**src/ccws_pkg.sv**
```systemverilog
// Shared types, character codes and helper functions for the CSS minifier core.
package ccws_pkg;

  typedef enum logic [1:0] {
    MODE_NORMAL     = 2'd0,
    MODE_COMMENT    = 2'd1,
    MODE_STRING     = 2'd2,
    MODE_STRING_ESC = 2'd3
  } scan_mode_e;

  typedef enum logic {
    REG_STRIP_WHITESPACE = 1'b0,
    REG_STRIP_COMMENTS   = 1'b1
  } cfg_reg_e;

  localparam logic [7:0] CH_SLASH   = 8'h2F;
  localparam logic [7:0] CH_STAR    = 8'h2A;
  localparam logic [7:0] CH_SPACE   = 8'h20;
  localparam logic [7:0] CH_TAB     = 8'h09;
  localparam logic [7:0] CH_LF      = 8'h0A;
  localparam logic [7:0] CH_CR      = 8'h0D;
  localparam logic [7:0] CH_FF      = 8'h0C;
  localparam logic [7:0] CH_LBRACE  = 8'h7B;
  localparam logic [7:0] CH_RBRACE  = 8'h7D;
  localparam logic [7:0] CH_COLON   = 8'h3A;
  localparam logic [7:0] CH_SEMI    = 8'h3B;
  localparam logic [7:0] CH_COMMA   = 8'h2C;
  localparam logic [7:0] CH_LPAREN  = 8'h28;
  localparam logic [7:0] CH_RPAREN  = 8'h29;
  localparam logic [7:0] CH_NUL     = 8'h00;
  localparam logic [7:0] CH_DQUOTE  = 8'h22;
  localparam logic [7:0] CH_SQUOTE  = 8'h27;
  localparam logic [7:0] CH_BSLASH  = 8'h5C;

  // Result queue depth and the fill level above which no new beat is taken.
  localparam int unsigned QUEUE_DEPTH = 4;
  localparam int unsigned CNT_W       = $clog2(QUEUE_DEPTH + 1);
  localparam int unsigned IDX_W       = $clog2(QUEUE_DEPTH);
  localparam logic [CNT_W-1:0] ACCEPT_MAX = CNT_W'(QUEUE_DEPTH - 2);

  typedef struct packed {
    logic [7:0] byte_val;
    logic       last;
    logic       stream_end;
  } result_t;

  function automatic logic is_ws(input logic [7:0] b);
    return (b == CH_SPACE) || (b == CH_TAB) || (b == CH_LF) ||
           (b == CH_CR) || (b == CH_FF);
  endfunction

  function automatic logic is_edge(input logic [7:0] b);
    return (b == CH_LBRACE) || (b == CH_RBRACE) || (b == CH_COLON) ||
           (b == CH_SEMI) || (b == CH_COMMA) || (b == CH_LPAREN) ||
           (b == CH_RPAREN) || (b == CH_NUL);
  endfunction

endpackage

```
**src/css_comment_whitespace_stripper_core.sv**
```systemverilog
// Top level of the CSS minifier: scanner state machine and result queue.
//
// Source text enters on the input channel one byte per beat (in_byte_i, with
// in_last_i on the final byte of a stream). Minified bytes leave on the
// output channel, one per beat; out_last_o marks the last byte produced by a
// given source byte and out_stream_end_o marks the final byte of the stream.
// Both channels use valid/stall: a beat moves when valid is high and stall is
// low. Two mode registers are written over the configuration channel
// (index 0 strips whitespace, index 1 strips comments); cfg_ready_o is always
// high, and writes are expected only while the core is idle.
//
// Each accepted byte is scanned in the same cycle and its results (zero, one
// or two bytes) are written into a four-entry result queue whose registered
// head drives the output port. A byte is taken every cycle while the queue
// holds at most two entries; bytes that yield two results (a held slash
// followed by another byte, or a collapsed space followed by a byte) drain at
// one per cycle while the receiver does not stall, so the output port's one
// beat per cycle sets the sustained rate.
// When the receiver stalls, the queue fills and in_stall_o rises once more
// than two entries wait. Reset empties the queue, returns the scanner to
// plain text and sets both mode registers to one.
module css_comment_whitespace_stripper_core
  import ccws_pkg::*;
(
  input  logic       clk_i,
  input  logic       rst_ni,
  // Configuration write channel.
  input  logic       cfg_valid_i,
  output logic       cfg_ready_o,
  input  logic       cfg_index_i,
  input  logic       cfg_data_i,
  // Source byte channel.
  input  logic       in_valid_i,
  output logic       in_stall_o,
  input  logic [7:0] in_byte_i,
  input  logic       in_last_i,
  // Minified byte channel.
  output logic       out_valid_o,
  input  logic       out_stall_i,
  output logic [7:0] out_byte_o,
  output logic       out_last_o,
  output logic       out_stream_end_o
);

  // Mode registers.
  logic strip_ws_q, strip_cm_q;

  // Scanner state.
  scan_mode_e mode_q, mode_d;
  logic       quote_single_q, quote_single_d;
  logic       slash_q, slash_d;
  logic       star_q, star_d;
  logic       pend_q, pend_d;
  logic [7:0] prev_q, prev_d;
  logic       empty_q, empty_d;

  // Results of the current byte.
  logic [1:0] n_res;
  logic [7:0] b0, b1;
  result_t    r0, r1;

  // Result queue; entry 0 is the head.
  result_t          q_q [QUEUE_DEPTH];
  result_t          q_d [QUEUE_DEPTH];
  result_t          q_sh [QUEUE_DEPTH];
  logic [CNT_W-1:0] cnt_q, cnt_d, base;

  logic accept, pop;

  assign cfg_ready_o = 1'b1;

  always_ff @(posedge clk_i or negedge rst_ni) begin
    if (!rst_ni) begin
      strip_ws_q <= 1'b1;
      strip_cm_q <= 1'b1;
    end else if (cfg_valid_i) begin
      unique case (cfg_reg_e'(cfg_index_i))
        REG_STRIP_WHITESPACE: strip_ws_q <= cfg_data_i;
        REG_STRIP_COMMENTS:   strip_cm_q <= cfg_data_i;
        default:              strip_ws_q <= strip_ws_q;
      endcase
    end
  end

  assign in_stall_o  = (cnt_q > ACCEPT_MAX);
  assign accept      = in_valid_i && !in_stall_o;
  assign out_valid_o = (cnt_q != '0);
  assign pop         = out_valid_o && !out_stall_i;

  // Scanner: works out the results of one byte and the state it leaves.
  // The two result slots default to the input byte, so the byte itself is
  // emitted simply by counting it in; only a leading slash, a collapsed space
  // or a comment opener overrides the first slot.
  always_comb begin
    logic done;
    done           = 1'b0;
    mode_d         = mode_q;
    quote_single_d = quote_single_q;
    slash_d        = slash_q;
    star_d         = star_q;
    pend_d         = pend_q;
    prev_d         = prev_q;
    empty_d        = empty_q;
    n_res          = 2'd0;
    b0             = in_byte_i;
    b1             = in_byte_i;

    unique case (mode_q)
      MODE_COMMENT: begin
        if (!strip_cm_q) begin
          n_res   = 2'd1;
          prev_d  = in_byte_i;
          empty_d = 1'b0;
        end
        if (star_q && (in_byte_i == CH_SLASH)) begin
          mode_d = MODE_NORMAL;
          star_d = 1'b0;
        end else begin
          star_d = (in_byte_i == CH_STAR);
        end
      end
      MODE_STRING_ESC: begin
        n_res   = 2'd1;
        prev_d  = in_byte_i;
        empty_d = 1'b0;
        mode_d  = MODE_STRING;
      end
      MODE_STRING: begin
        n_res   = 2'd1;
        prev_d  = in_byte_i;
        empty_d = 1'b0;
        if (in_byte_i == (quote_single_q ? CH_SQUOTE : CH_DQUOTE)) begin
          mode_d = MODE_NORMAL;
        end else if (in_byte_i == CH_BSLASH) begin
          mode_d = MODE_STRING_ESC;
        end
      end
      default: begin
        // A held slash is resolved first; it never coexists with a pending
        // space, so at most two results come out of this branch.
        if (slash_q) begin
          slash_d = 1'b0;
          if (in_byte_i == CH_STAR) begin
            mode_d = MODE_COMMENT;
            star_d = 1'b0;
            done   = 1'b1;
            if (!strip_cm_q) begin
              n_res   = 2'd2;
              b0      = CH_SLASH;
              b1      = CH_STAR;
              prev_d  = CH_STAR;
              empty_d = 1'b0;
            end
          end else begin
            n_res   = 2'd1;
            b0      = CH_SLASH;
            prev_d  = CH_SLASH;
            empty_d = 1'b0;
          end
        end
        if (!done && strip_ws_q && is_ws(in_byte_i)) begin
          pend_d = 1'b1;
          done   = 1'b1;
        end
        if (!done) begin
          if (pend_q) begin
            pend_d = 1'b0;
            if (!(empty_q || is_edge(prev_q) || is_edge(in_byte_i))) begin
              n_res = 2'd1;
              b0    = CH_SPACE;
            end
          end
          if ((in_byte_i == CH_SLASH) && !in_last_i) begin
            slash_d = 1'b1;
          end else begin
            n_res   = n_res + 2'd1;
            prev_d  = in_byte_i;
            empty_d = 1'b0;
            if ((in_byte_i == CH_DQUOTE) || (in_byte_i == CH_SQUOTE)) begin
              mode_d         = MODE_STRING;
              quote_single_d = (in_byte_i == CH_SQUOTE);
            end
          end
        end
      end
    endcase

    // The end of a stream returns the scanner to its starting state and
    // drops any pending space.
    if (in_last_i) begin
      mode_d         = MODE_NORMAL;
      quote_single_d = 1'b0;
      slash_d        = 1'b0;
      star_d         = 1'b0;
      pend_d         = 1'b0;
      prev_d         = CH_NUL;
      empty_d        = 1'b1;
    end
  end

  always_comb begin
    r0.byte_val   = b0;
    r0.last       = (n_res == 2'd1);
    r0.stream_end = (n_res == 2'd1) && in_last_i;
    r1.byte_val   = b1;
    r1.last       = 1'b1;
    r1.stream_end = in_last_i;
  end

  always_ff @(posedge clk_i or negedge rst_ni) begin
    if (!rst_ni) begin
      mode_q         <= MODE_NORMAL;
      quote_single_q <= 1'b0;
      slash_q        <= 1'b0;
      star_q         <= 1'b0;
      pend_q         <= 1'b0;
      prev_q         <= CH_NUL;
      empty_q        <= 1'b1;
    end else if (accept) begin
      mode_q         <= mode_d;
      quote_single_q <= quote_single_d;
      slash_q        <= slash_d;
      star_q         <= star_d;
      pend_q         <= pend_d;
      prev_q         <= prev_d;
      empty_q        <= empty_d;
    end
  end

  // Result queue: the head pops toward the output, new results land right
  // behind the surviving entries.
  always_comb begin
    for (int i = 0; i < QUEUE_DEPTH - 1; i++) begin
      q_sh[i] = pop ? q_q[i+1] : q_q[i];
    end
    q_sh[QUEUE_DEPTH-1] = q_q[QUEUE_DEPTH-1];

    base = cnt_q - CNT_W'(pop);
    for (int i = 0; i < QUEUE_DEPTH; i++) begin
      if (accept && (n_res != 2'd0) && (IDX_W'(i) == base[IDX_W-1:0])) begin
        q_d[i] = r0;
      end else if (accept && (n_res == 2'd2) &&
                   (IDX_W'(i) == IDX_W'(base + CNT_W'(1)))) begin
        q_d[i] = r1;
      end else begin
        q_d[i] = q_sh[i];
      end
    end

    cnt_d = base + (accept ? CNT_W'(n_res) : '0);
  end

  always_ff @(posedge clk_i) begin
    for (int i = 0; i < QUEUE_DEPTH; i++) begin
      q_q[i] <= q_d[i];
    end
  end

  always_ff @(posedge clk_i or negedge rst_ni) begin
    if (!rst_ni) begin
      cnt_q <= '0;
    end else begin
      cnt_q <= cnt_d;
    end
  end

  assign out_byte_o       = q_q[0].byte_val;
  assign out_last_o       = q_q[0].last;
  assign out_stream_end_o = q_q[0].stream_end;

  // The queue never holds more entries than it has.
  assert property (@(posedge clk_i) disable iff (!rst_ni)
    cnt_q <= CNT_W'(QUEUE_DEPTH))
    else $error("result queue overflow");

  // A stream-end beat always closes the results of its source byte.
  assert property (@(posedge clk_i) disable iff (!rst_ni)
    out_valid_o && out_stream_end_o |-> out_last_o)
    else $error("stream end without last flag");

  // After the final byte of a stream the scanner is back in plain text.
  assert property (@(posedge clk_i) disable iff (!rst_ni)
    accept && in_last_i |=> (mode_q == MODE_NORMAL) && !slash_q && !pend_q && empty_q)
    else $error("scanner not cleared at end of stream");

  // A held slash never coexists with a pending space.
  assert property (@(posedge clk_i) disable iff (!rst_ni)
    !(slash_q && pend_q))
    else $error("held slash and pending space together");

endmodule
```
**config.mk**
```make
export PLATFORM = sky130hd
export DESIGN_NAME = css_comment_whitespace_stripper_core
export DESIGN_NICKNAME = d
export VERILOG_FILES = /design/src/ccws_pkg.sv /design/src/css_comment_whitespace_stripper_core.sv
export SDC_FILE = /design/constraint.sdc
export NUM_CORES = 1
export LEC_CHECK = 0
export BUFFER_PORTS_ARGS = -buffer_cell sky130_fd_sc_hd__buf_2
export CELL_PAD_IN_SITES_DETAIL_PLACEMENT = 0
export CELL_PAD_IN_SITES_GLOBAL_PLACEMENT = 1
export CORE_ASPECT_RATIO = 1.25
export CORE_UTILIZATION = 37
export CTS_CLUSTER_DIAMETER = 200
export DETAILED_ROUTE_END_ITERATION = 12
export GPL_TIMING_DRIVEN = 0
export PLACE_DENSITY = 0.75
export SYNTH_ARGS = -nofsm -noshare
export SYNTH_HDL_FRONTEND = slang
export SYNTH_SLANG_ARGS = --single-unit
```
**constraint.sdc**
```tcl
create_clock -name clk_i -period 2.92 [get_ports clk_i]
set_input_delay 0.146 -clock clk_i [delete_from_list [all_inputs] [get_ports clk_i]]
set_output_delay 0.146 -clock clk_i [all_outputs]
set_load 0.01 [all_outputs]
```
==> report_table.html <==
<table>
<tr><th>Metric</th><th>Value</th></tr>
<tr><th colspan="2">Synth</th></tr>
<tr><td>Top post-synthesis cells by area</td><td>edfxtp_1 33%, dfrtp_1 12%, o21ai_0 4.5%</td></tr>
<tr><td>Post-synth EDFFs</td><td>40</td></tr>
<tr><td>Average footprint of a synthesized cell</td><td>9.92 um^2</td></tr>
<tr><td>Flip-flop and latch count after synthesis</td><td>60</td></tr>
<tr><td>Syn nets</td><td>392</td></tr>
<tr><td>Area fraction of the dominant cell type after synthesis</td><td>32.5%</td></tr>
<tr><td>Total of warnings raised by yosys</td><td>0</td></tr>
<tr><td>Predominant post-synthesis flop cell</td><td>edfxtp_1</td></tr>
<tr><td>Post-synthesis sequential area ratio</td><td>46.2%</td></tr>
<tr><td>Leading post-synthesis cells by instance count</td><td>40 x edfxtp_1, 33 x o21ai_0, 32 x nand2_1</td></tr>
<tr><td>Gate count of the mapped netlist</td><td>372</td></tr>
<tr><td>Count of unique library cells instantiated by Yosys</td><td>65</td></tr>
<tr><td>Netlist area before placement</td><td>0.00369 mm^2</td></tr>
<tr><td>Share of flip-flops with an asynchronous set or reset</td><td>33.3%</td></tr>
<tr><td>Leading area contributor after synthesis</td><td>edfxtp_1</td></tr>
<tr><td>Dominant cell by count in the synthesized netlist</td><td>edfxtp_1</td></tr>
<tr><th colspan="2">STA</th></tr>
<tr><td>Setup repair after global routing missed its margin</td><td>yes</td></tr>
<tr><td>Headroom to the max-slew limit</td><td>59.7%</td></tr>
<tr><td>Total Neg Setup Slack</td><td>0 ns</td></tr>
<tr><td>Final count of negative-setup-slack endpoints</td><td>0</td></tr>
<tr><td>Final Skew</td><td>0.00704 ns</td></tr>
<tr><td>Number of hold violations in the final report</td><td>0</td></tr>
<tr><td>Slew of the pin with the lowest slew margin</td><td>0.598 ns</td></tr>
<tr><td>Max-slew violation count</td><td>0</td></tr>
<tr><td>Post-layout minimum cycle time</td><td>2.85 ns</td></tr>
<tr><td>Maximum operating frequency</td><td>0.350 GHz</td></tr>
<tr><td>Part of the cycle the worst path needs</td><td>97.7%</td></tr>
<tr><th colspan="2">Power and ir drop</th></tr>
<tr><td>Leakage</td><td>0.00172 uW</td></tr>
<tr><td>Maximum vdd drop</td><td>0.000279 V</td></tr>
<tr><td>Pwr Density</td><td>941 mW/mm^2</td></tr>
<tr><th colspan="2">Run status</th></tr>
<tr><td>Outcome</td><td>finished, final reports clean</td></tr>
<tr><th colspan="2">GRT</th></tr>
<tr><td>Vias in the first global route</td><td>3082</td></tr>
<tr><td>Initial antenna violation count</td><td>0</td></tr>
<tr><td>Tot GR Track Use</td><td>19.6%</td></tr>
<tr><td>Wire length of the first global-routing pass</td><td>15600 um</td></tr>
<tr><td>Pin count of the biggest net entering global routing</td><td>21</td></tr>
<tr><td>Overall overflow remaining after global route</td><td>0</td></tr>
<tr><th colspan="2">Clock tree</th></tr>
<tr><td>Later-pin clock latency in the skew report</td><td>0.33 ns</td></tr>
<tr><td>Clock buffer depth</td><td>2</td></tr>
<tr><td>Clock tree from TritonCTS</td><td>done</td></tr>
<tr><td>Clock transition at path regs</td><td>0.05 ns</td></tr>
<tr><td>H-Tree Level Count</td><td>3</td></tr>
<tr><td>Clock buffer count from CTS</td><td>9</td></tr>
<tr><td>Clock root buffer</td><td>clkbuf_16</td></tr>
<tr><td>Total clock sinks</td><td>60</td></tr>
<tr><th colspan="2">Final layout</th></tr>
<tr><td>Signed area change from the synthesized netlist to the final layout</td><td>21.6%</td></tr>
<tr><td>Share of final-layout standard cells stronger than drive strength 1</td><td>27.0%</td></tr>
<tr><td>Final standard cell area without fillers</td><td>0.00449 mm^2</td></tr>
<tr><td>Fin cells</td><td>541</td></tr>
<tr><td>Fill cell instance count of the final layout</td><td>924</td></tr>
<tr><td>Number of nets in the layout</td><td>430</td></tr>
<tr><td>Post-layout utilization of the core</td><td>46.5%</td></tr>
<tr><td>Number of diodes</td><td>0</td></tr>
<tr><th colspan="2">Drt</th></tr>
<tr><td>Drt via density</td><td>5.77</td></tr>
<tr><td>Final routed wire length divided by cell count</td><td>18.3 um</td></tr>
<tr><td>Iteration-0 DRC Markers</td><td>135</td></tr>
<tr><td>Routed Antenna Nets</td><td>0</td></tr>
<tr><td>First-pass iteration count of the detailed router</td><td>5</td></tr>
<tr><td>Number of vias after detailed routing</td><td>3120</td></tr>
<tr><td>Wirelength, routed</td><td>9890 um</td></tr>
<tr><td>Total DRC errors in the routed layout</td><td>0</td></tr>
<tr><th colspan="2">Setup path</th></tr>
<tr><td>Data arrival time of the critical path</td><td>3.05 ns</td></tr>
<tr><td>CP max FO</td><td>6</td></tr>
<tr><td>Crit path max-delay family</td><td>simple AND/OR/NAND/NOR gates</td></tr>
<tr><td>Crit path buffers/inverters</td><td>1</td></tr>
<tr><td>Endpoint kind of the worst setup timing path</td><td>register</td></tr>
<tr><td>Crit Path Class</td><td>register to register</td></tr>
<tr><td>Worst path required time</td><td>3.12 ns</td></tr>
<tr><td>Startpoint class of the critical path</td><td>register</td></tr>
<tr><td>Stage delay of the slowest cell on the critical path</td><td>0.47 ns</td></tr>
<tr><td>Cell type of the slowest stage on the worst timing path</td><td>dfrtp_1</td></tr>
<tr><td>CP Cell Sequence</td><td>nor4_1 &gt; a32oi_2 &gt; and3_4 &gt; o311a_4 &gt; nand2_4 &gt; inv_2 &gt; ha_1 &gt; fa_1 &gt; xnor2_2 &gt; xnor2_1</td></tr>
<tr><th colspan="2">Floorplanning</th></tr>
<tr><td>Standard-cell rows</td><td>40</td></tr>
<tr><td>Die Span Y</td><td>114 um</td></tr>
<tr><td>Total Die Area</td><td>0.0104 mm^2</td></tr>
<tr><td>Starting density of the core</td><td>38.2%</td></tr>
<tr><td>Number of top-level pins</td><td>29</td></tr>
<tr><td>Die outline width</td><td>91.3 um</td></tr>
<tr><td>Core Area</td><td>0.00966 mm^2</td></tr>
<tr><th colspan="2">Placement</th></tr>
<tr><td>Placed Area</td><td>0.00398 mm^2</td></tr>
<tr><td>IO buf count</td><td>26</td></tr>
<tr><td>Final GP Congestion</td><td>0.839</td></tr>
<tr><td>Detailed placement HPWL</td><td>7290 um</td></tr>
<tr><td>Number of cells after detailed placement</td><td>524</td></tr>
<tr><th colspan="2">Hold path</th></tr>
<tr><td>Hold/Removal Path Class</td><td>input pin to register</td></tr>
<tr><th colspan="2">Run</th></tr>
<tr><td>Maximum capacitance violations</td><td>0</td></tr>
</table>
## worst paths after layout
path	start	endpoint	slack, ns	cells past startpoint
max	prev_q[2]$_DFFE_PN0P_	cnt_q[2]$_DFF_PN0_	0.07	10
min	cfg_data_i	strip_ws_q$_DFFE_PN1P_	0.07	2
max reg2reg	prev_q[2]$_DFFE_PN0P_	cnt_q[2]$_DFF_PN0_	0.07	10
min reg2reg	star_q$_DFFE_PN0P_	star_q$_DFFE_PN0P_	0.52	2
max in group asynchronous	rst_ni	prev_q[1]$_DFFE_PN0P_	2.26	2
min in group asynchronous	rst_ni	prev_q[7]$_DFFE_PN0P_	0.31	2
## area by class of cell
class / count / area (um^2) / share of cell area [%]
clock buffer: 9 / 225 / 5.02
timing repair buffer: 30 / 163 / 3.62
clock inverter: 7 / 81.3 / 1.81
multi-input combinational: 273 / 1980 / 44.1
buffer: 20 / 110 / 2.45
sequential: 60 / 1710 / 38.0
inverter: 16 / 65.1 / 1.45
tap: 126 / 158 / 3.51
## layer usage
layer  vias to the layer above  wire length [um]  track usage, %  share of wire, %
met5                         -                 0               0                 0
li1                       1476                 -               -                 -
met3                        18               368            3.33               3.7
met4                         0               208            6.56               2.1
met2                        97              5290            36.9                54
met1                      1529              4020            22.5                41
## timing repair
| action | 4_1_cts | 5_1_grt |
|---|---|---|
| hold buffers | 1 | 0 |
| setup endpoints to repair | 80 | 78 |
| endpoints found under the hold margin | 17 | 0 |
| setup buffers | 1 | 2 |
| pin swaps | 1 | 1 |
| gates resized for setup | 21 | 24 |
## sequential cells by signal, indices dropped and copies added (netlist names), 2 cells and up
name / count
cnt_q: 3
mode_q: 2
q_q: 40
prev_q: 8
## logic make-up (layout without fill, tap and decap cells)
kind of cell	count (synthesis)	count (layout)	synth area share [%]
muxes	16	16	4.58
buffers and inverters	39	82	4.78
adders and majority gates	4	4	1.56
AOI/OAI and AO/OA	119	119	23.2
DFF	60	60	46.2
and+or+nand+nor	129	129	18.6
other	1	1	0.102
xor gates and xnor gates	4	4	0.949
## where the power goes
part,internal (uW),switching (uW)
combinational,619,1030
clock,734,360
sequential,1320,160
## worst register-to-register path: stages (launching register included)
cell and delay (ns):
dfrtp_1 0.47, nor4_1 0.43, a32oi_2 0.16, and3_4 0.23, o311a_4 0.39, nand2_4 0.10
inv_2 0.07, ha_1 0.19, fa_1 0.40, xnor2_2 0.15, xnor2_1 0.13
## through the flow
| step | setup WS, ns | hold slack (ns) | power, uW |
|---|---|---|---|
| after floorplan | 0.0561 | -0.150 | 2480 |
| after detailed placement | -0.677 | 0.141 | 2940 |
| after global routing | -0.00909 | 0.0781 | 4470 |
| after CTS | -0.0322 | 0.0681 | 4130 |
| after global placement | -0.702 | 0.138 | 2890 |
| final | 0.0665 | 0.0742 | 4220 |
## layout by cell type, fill, tap and decap left out, drive strengths merged, types with 6 or more instances in the layout
| master | n |
|---|---|
| a21oi | 24 |
| a22o | 10 |
| a2bb2oi | 10 |
| buf | 40 |
| clkbuf | 18 |
| clkinv | 6 |
| dfrtp | 17 |
| edfxtp | 40 |
| inv | 15 |
| mux2i | 12 |
| nand2 | 33 |
| nand2b | 6 |
| nand3 | 13 |
| nor2 | 30 |
| nor3 | 7 |
| nor4 | 9 |
| o21ai | 33 |
| or2 | 6 |
No activity file was read; power rests on OpenSTA's default activity.
